$ cat src/ilb_pkg.sv
// ilb_pkg: types, constants and codes shared by the indexed list buffer
// no dependencies
package ilb_pkg;

	localparam int CAPACITY = 256;
	localparam int WORD_W   = 32;
	localparam int KIND_W   = 3;
	localparam int POS_W    = 8;
	localparam int STAT_W   = 2;
	localparam int OCNT_W   = 9;

	localparam int CNT_W  = $clog2(CAPACITY + 1);
	localparam int IDX_W  = $clog2(CAPACITY);
	localparam int CMP_W  = (CNT_W > POS_W) ? CNT_W : POS_W;
	localparam int OEXT_W = (CNT_W > OCNT_W) ? CNT_W : OCNT_W;

	// read tree: sixteen groups of sixteen cover every reachable position
	localparam int GRP_N = 16;
	localparam int GRP_W = 4;

	typedef logic signed [WORD_W-1:0] word_t;

	localparam logic [KIND_W-1:0] REQ_APPEND = 3'd0;
	localparam logic [KIND_W-1:0] REQ_INSERT = 3'd1;
	localparam logic [KIND_W-1:0] REQ_REMOVE = 3'd2;
	localparam logic [KIND_W-1:0] REQ_SET    = 3'd3;
	localparam logic [KIND_W-1:0] REQ_GET    = 3'd4;

	typedef enum logic [STAT_W-1:0] {
		ST_OK    = 2'd0,
		ST_INDEX = 2'd1,
		ST_FULL  = 2'd2
	} status_t;

	typedef enum logic [2:0] {
		UPD_NONE,
		UPD_APPEND,
		UPD_INSERT,
		UPD_REMOVE,
		UPD_SET
	} upd_op_t;

	typedef struct packed {
		upd_op_t           op;
		logic [POS_W-1:0]  idx;
		logic [CNT_W-1:0]  count;
		word_t             data;
	} cmd_t;

	typedef enum logic [1:0] {
		S_IDLE,
		S_READ1,
		S_READ2,
		S_APPLY
	} state_t;

endpackage

$ cat src/ilb_cell.sv
// ilb_cell: one list slot; loads, holds or takes a neighbor's word
// depends on ilb_pkg
module ilb_cell (
	input  logic                       clk,
	input  ilb_pkg::cmd_t              cmd,
	input  logic [ilb_pkg::IDX_W-1:0]  slot,
	input  ilb_pkg::word_t             left_word,
	input  ilb_pkg::word_t             right_word,
	output ilb_pkg::word_t             word
);

	ilb_pkg::word_t               word_q;
	ilb_pkg::word_t               word_d;
	logic [ilb_pkg::CMP_W-1:0]    slot_x;
	logic [ilb_pkg::CMP_W-1:0]    slot_inc;
	logic [ilb_pkg::CMP_W-1:0]    idx_x;
	logic [ilb_pkg::CMP_W-1:0]    cnt_x;

	assign slot_x   = ilb_pkg::CMP_W'(slot);
	assign slot_inc = slot_x + ilb_pkg::CMP_W'(1);
	assign idx_x    = ilb_pkg::CMP_W'(cmd.idx);
	assign cnt_x    = ilb_pkg::CMP_W'(cmd.count);

	always_comb begin
		word_d = word_q;
		case (cmd.op)
			ilb_pkg::UPD_APPEND: begin
				if (slot_x == cnt_x) word_d = cmd.data;
			end
			ilb_pkg::UPD_INSERT: begin
				if (slot_x == idx_x) word_d = cmd.data;
				else if (slot_x > idx_x && slot_x <= cnt_x) word_d = left_word;
			end
			ilb_pkg::UPD_REMOVE: begin
				if (slot_x >= idx_x && slot_inc < cnt_x) word_d = right_word;
			end
			ilb_pkg::UPD_SET: begin
				if (slot_x == idx_x) word_d = cmd.data;
			end
			default: word_d = word_q;
		endcase
	end

	always_ff @(posedge clk) begin
		word_q <= word_d;
	end

	assign word = word_q;

endmodule

$ cat config.mk
export PLATFORM = sky130hd
export DESIGN_NAME = ilb_cell
export DESIGN_NICKNAME = d
export VERILOG_FILES = /design/src/ilb_pkg.sv /design/src/ilb_cell.sv
export SDC_FILE = /design/constraint.sdc
export NUM_CORES = 1
export LEC_CHECK = 0
export ABC_AREA = 1
export BUFFER_PORTS_ARGS = -buffer_cell sky130_fd_sc_hd__buf_2
export CORE_MARGIN = 3
export CORE_UTILIZATION = 49
export DETAILED_ROUTE_END_ITERATION = 6
export PLACE_DENSITY = 0.87
export SLEW_MARGIN = 20
export SYNTH_ARGS = -nofsm -noshare
export SYNTH_HDL_FRONTEND = slang
export SYNTH_SLANG_ARGS = --single-unit
$ cat constraint.sdc
create_clock -name clk -period 8.7 [get_ports clk]
set_input_delay 2.61 -clock clk [delete_from_list [all_inputs] [get_ports clk]]
set_output_delay 2.61 -clock clk [all_outputs]
set_load 0.01 [all_outputs]
### Word-level counts from Yosys, hierarchy flattened

Index checks and enable logic that the tools add are counted.

| operators by class | value |
|---|---|
| muxes and demuxes | 6 |
| eq/ne operators | 10 |
| reductions and logical operators | 4 |
| add/subtract/negate cells | 1 |
| order comparisons | 4 |

Operators with widths:

| operator | number |
|---|---|
| 32-bit 2-to-1 mux | 5 |
| 32-bit one-hot mux with 4 select lines | 1 |
| 8-bit by 1-bit adder with 9-bit output, second input constant | 1 |
| 8-bit by 9-bit == test with 1-bit output | 1 |
| 8-bit by 9-bit <= comparator with 1-bit output | 1 |
| 9-bit < comparator | 1 |
| 8-bit == test | 1 |
| 8-bit greater-or-equal comparator | 1 |
| 8-bit greater-than comparator | 1 |
| 3-bit by 2-bit == test with 1-bit output, second input constant | 2 |
| 2-bit != test, second input constant | 3 |
| 5-bit AND reduction | 1 |
| 4-bit nonzero test | 1 |
| 3-bit by 1-bit == test with 1-bit output, second input constant | 1 |
| 3-bit == test, second input constant | 1 |
| 3-bit != test, second input constant | 1 |
| 1-bit logical AND | 2 |

| word-level totals | value |
|---|---|
| flip-flop bits (word level) | 32 |
| logic and storage cells | 26 |
| output and inout bits | 32 |
| input port bits | 125 |

### Logic depth before layout (Yosys ltp)

| logic depth | value |
|---|---|
| depth in word-level cells | 5 |
| depth in mapped cells | 18 |

### Least setup slack after synthesis

Ideal clock, no wire load.

| timing path | value |
|---|---|
| path kind | in2reg |
| start point | input slot[0] in the netlist's numbering |
| end point | register word_q[0] (netlist: word[0]), enable pin |
| arrival time | 5297 ps |
| required time | 8279 ps |
| slack | 2982 ps |
| stages on the path | 14 |
| path buffers | 0 |
| path through | ha_1 nand2_1 inv_1 nand4_1 nor3b_1 ha_1 a21o_1 nor2_1 nand2_1 nor2_1 nand2_1 nand2_1 nand2_1 nor2_1 |

| on the way | value |
|---|---|
| longest elaborated chain between the ends | 5 |

Ends and longest elaborated chain:

| what | RTL line | text |
|---|---|---|
| from (decl) | ilb_cell.sv:6 | `input logic [ilb_pkg::IDX_W-1:0] slot,` |
| 8-bit by 1-bit adder with 9-bit output | ilb_cell.sv:20 | `assign slot_inc = slot_x + ilb_pkg::CMP_W'(1);` |
| 9-bit < comparator | ilb_cell.sv:35 | `if (slot_x >= idx_x && slot_inc < cnt_x) word_d = right_word;` |
| 1-bit logical AND | ilb_cell.sv:35 |  |
| 2-bit != test (no source line) | -- |  |
| 5-bit AND reduction (no source line) (*) | -- |  |
| to (signal assigned) | ilb_cell.sv:45 | `word_q <= word_d;` |
| to (decl) | ilb_cell.sv:12 | `ilb_pkg::word_t word_q;` |

Mark *: on every way between the ends. The rest lies on a longest branch, timed or not.
A chain may end at the register's enable or synchronous reset.

### Final worst setup path

| timing path | value |
|---|---|
| start point | input slot[2] in the netlist's numbering |
| end point | register word_q[19] (netlist: word[19]), enable pin |

The elaborated chain is that of the path after synthesis.

==> impl_metrics.tcl <==
set metrics [dict create \
    p_per_area_mw_per_mm2 120.1 \
    track_usage_pct 22.62 \
    synthTopCellsByArea "edfxtp_1 (33%), nand2_1 (14%), o211ai_2 (13%), ha_1 (11%), o21ai_1 (4.8%)" \
    slew_viol_final 0 \
    vdd_drop_max_mv 0.08642 \
    numPortBuffers 156 \
    hold_viol 0 \
    clock-sinks 32 \
    antenna_found_initial 0 \
    max_freq_ghz 0.1989 \
    cts_resized 0 \
    status "finished, final reports clean" \
    tightest_slew_ns 0.8349 \
    num_rows 27 \
    fp.dieW_microns 82.94 \
    grt_first_pass_wirelength_microns 13010 \
    via_per_inst 5.378 \
    wl_microns 8128 \
    fin_tns_setup_ns 0 \
    min_path_type "in -> reg" \
    grt_max_degree 37 \
    arrival_ns 4.92 \
    wire_per_inst_microns 14.01 \
    htree_levels 2 \
    holdBufCountCts 0 \
    start_util_pct 51.72 \
    ys_warn_count 0 \
    p_leak_uw 0.001918 \
    cts_inserted_buffers 5 \
    seq_area_frac_synth_pct 33.13 \
    synth_area_sq_mm 0.002900 \
    clk_pin_slew_worst_paths_ns 0.07 \
    antenna_cells 0 \
    critPathLaunchType "primary input" \
    synth_area_leader_cell "edfxtp_1" \
    largest_register_ffs 32 \
    core-area_sq_mm 0.005608 \
    drive_above_1_share_pct 42.13 \
    area_growth_pct 30.37 \
    die_h_microns 82.94 \
    root_buffer "clkbuf_8" \
    ys_types 28 \
    cap_violations 0 \
    io_pins 157 \
    gp_congestion 0.8478 \
    grt_pass1_vias 3001 \
    post_cts_buffers 0 \
    grt-ovfl-total 0 \
    cp_max_fo 32 \
    period_needed_ns 5.028 \
    nets 658 \
    netlist.area_leader.share_pct 33.13 \
    holdWs_ns 2.616 \
    synth_nets 509 \
    crit_type "in -> reg" \
    dieArea_sq_mm 0.006878 \
    slew_headroom_pct 44.21 \
    first_pass_iters 5 \
    rsz0062_at_grt "false" \
    synth_seq_cells 32 \
    hpwlAfterDp_microns 6431 \
    finalPower_uw 454.1 \
    cp-end-kind "flop" \
    drtIter0Drc 140 \
    syn_avg_cell_area_sq_um 8.101 \
    netlist_instances 358 \
    drc 0 \
    antenna_left 0 \
    final-setup-viol-count 0 \
    worstPathRequired_ns 8.59 \
    finalCritPeriodShare_pct 57.80 \
    cts_tree "built" \
    vias 3119 \
    clock_path_buffers 2 \
]
-- worst max-delay path, stage by stage --
cell     delay (ns)
buf_2          0.13
nand3_1        0.14
nor3b_1        0.31
nand2_1        0.11
xor2_1         0.15
ha_1           0.27
nand2_1        0.09
a21oi_1        0.04
nor2_1         0.09
nand2_1        0.06
nor2_1         0.08
nand2_1        0.06
nand2_1        0.05
nand2_1        0.08
nor2_4         0.65
-- per-layer routing --
layer  part of all wire (%)  global-route usage [%]  vias to the layer above
li1                       -                       -                     1504
met1                     37                   24.52                     1436
met2                     52                   41.55                      155
met3                    8.1                   5.853                       24
met4                    3.1                   9.064                        0
met5                      0                       0                        -
-- cells in the final DEF (no fill, tap or decap) --
| master | instances |
|---|---|
| nor2_1 | 36 |
| inv_2 | 2 |
| a21boi_0 | 1 |
| nor2_4 | 3 |
| a21o_1 | 2 |
| nor3b_1 | 2 |
| nand2_4 | 1 |
| nand4_1 | 2 |
| nand2_1 | 108 |
| clkbuf_8 | 5 |
| o21ai_0 | 4 |
| edfxtp_1 | 32 |
| nor2_2 | 12 |
| xnor2_1 | 1 |
| clkinv_4 | 1 |
| inv_1 | 32 |
| nand3_1 | 7 |
| a21oi_1 | 6 |
| nor3_1 | 1 |
| nand2_2 | 1 |
| ha_1 | 26 |
| buf_4 | 1 |
| o211ai_1 | 2 |
| o211ai_2 | 30 |
| clkinv_2 | 1 |
| o21ai_1 | 28 |
| xor2_1 | 3 |
| bufinv_16 | 1 |
| clkbuf_1 | 1 |
| buf_2 | 156 |
-- area by class of cell --
type | instances | area [sq um]
Fill cell | 496 | 1827
Multi-Input combinational cell | 276 | 1698
Sequential cell | 32 | 960.9
Timing Repair Buffer | 157 | 788.3
Inverter | 35 | 136.4
Tap cell | 72 | 90.09
Clock buffer | 6 | 72.57
Clock inverter | 2 | 35.03
-- through the flow --
step                      std cells  setup WS [ns]  util (%)  area (sq um)
after floorplan                 358          2.982         -          2900
after global placement          572          3.447     65.42          3669
after detailed placement        572          3.362     65.42          3669
after CTS                       580          3.648     67.34          3776
after global routing            580          3.377     67.43          3781
final                           580          3.672     67.43          3781
-- synthesized netlist by cell type, drive strengths merged --
cell type,n
a21boi,1
a21o,2
a21oi,6
buf,12
clkbuf,3
clkinv,1
edfxtp,32
ha,26
inv,34
nand2,110
nand3,7
nand4,2
nor2,51
nor3,1
nor3b,2
o211ai,32
o21ai,32
xnor2,1
xor2,3
-- kinds of logic after synthesis --
kind of cell	after synthesis	synth area share [%]
flip-flops	32	33.13
adder cells (fa/ha/maj)	26	11.22
buffers and inverters	50	8.758
AND/OR/NAND/NOR	173	24.89
XOR/XNOR	4	1.208
AO/OA/AOI/OAI	73	20.79
-- report_power, final --
group	switching (uW)	internal (uW)	leakage (uW)
combinational	72.8	58.3	0.00157
sequential	3.41	186	0.000293
clock	48.3	84.8	0.0000552
total	124	330	0.00192
-- path summary, 6_finish.rpt --
path,from,end,cells past startpoint
hold / removal,right_word[29],word[29]$_DFFE_PP_,3
setup / recovery,slot[2],word[19]$_DFFE_PP_,15
(Power assumes the default switching activity.)
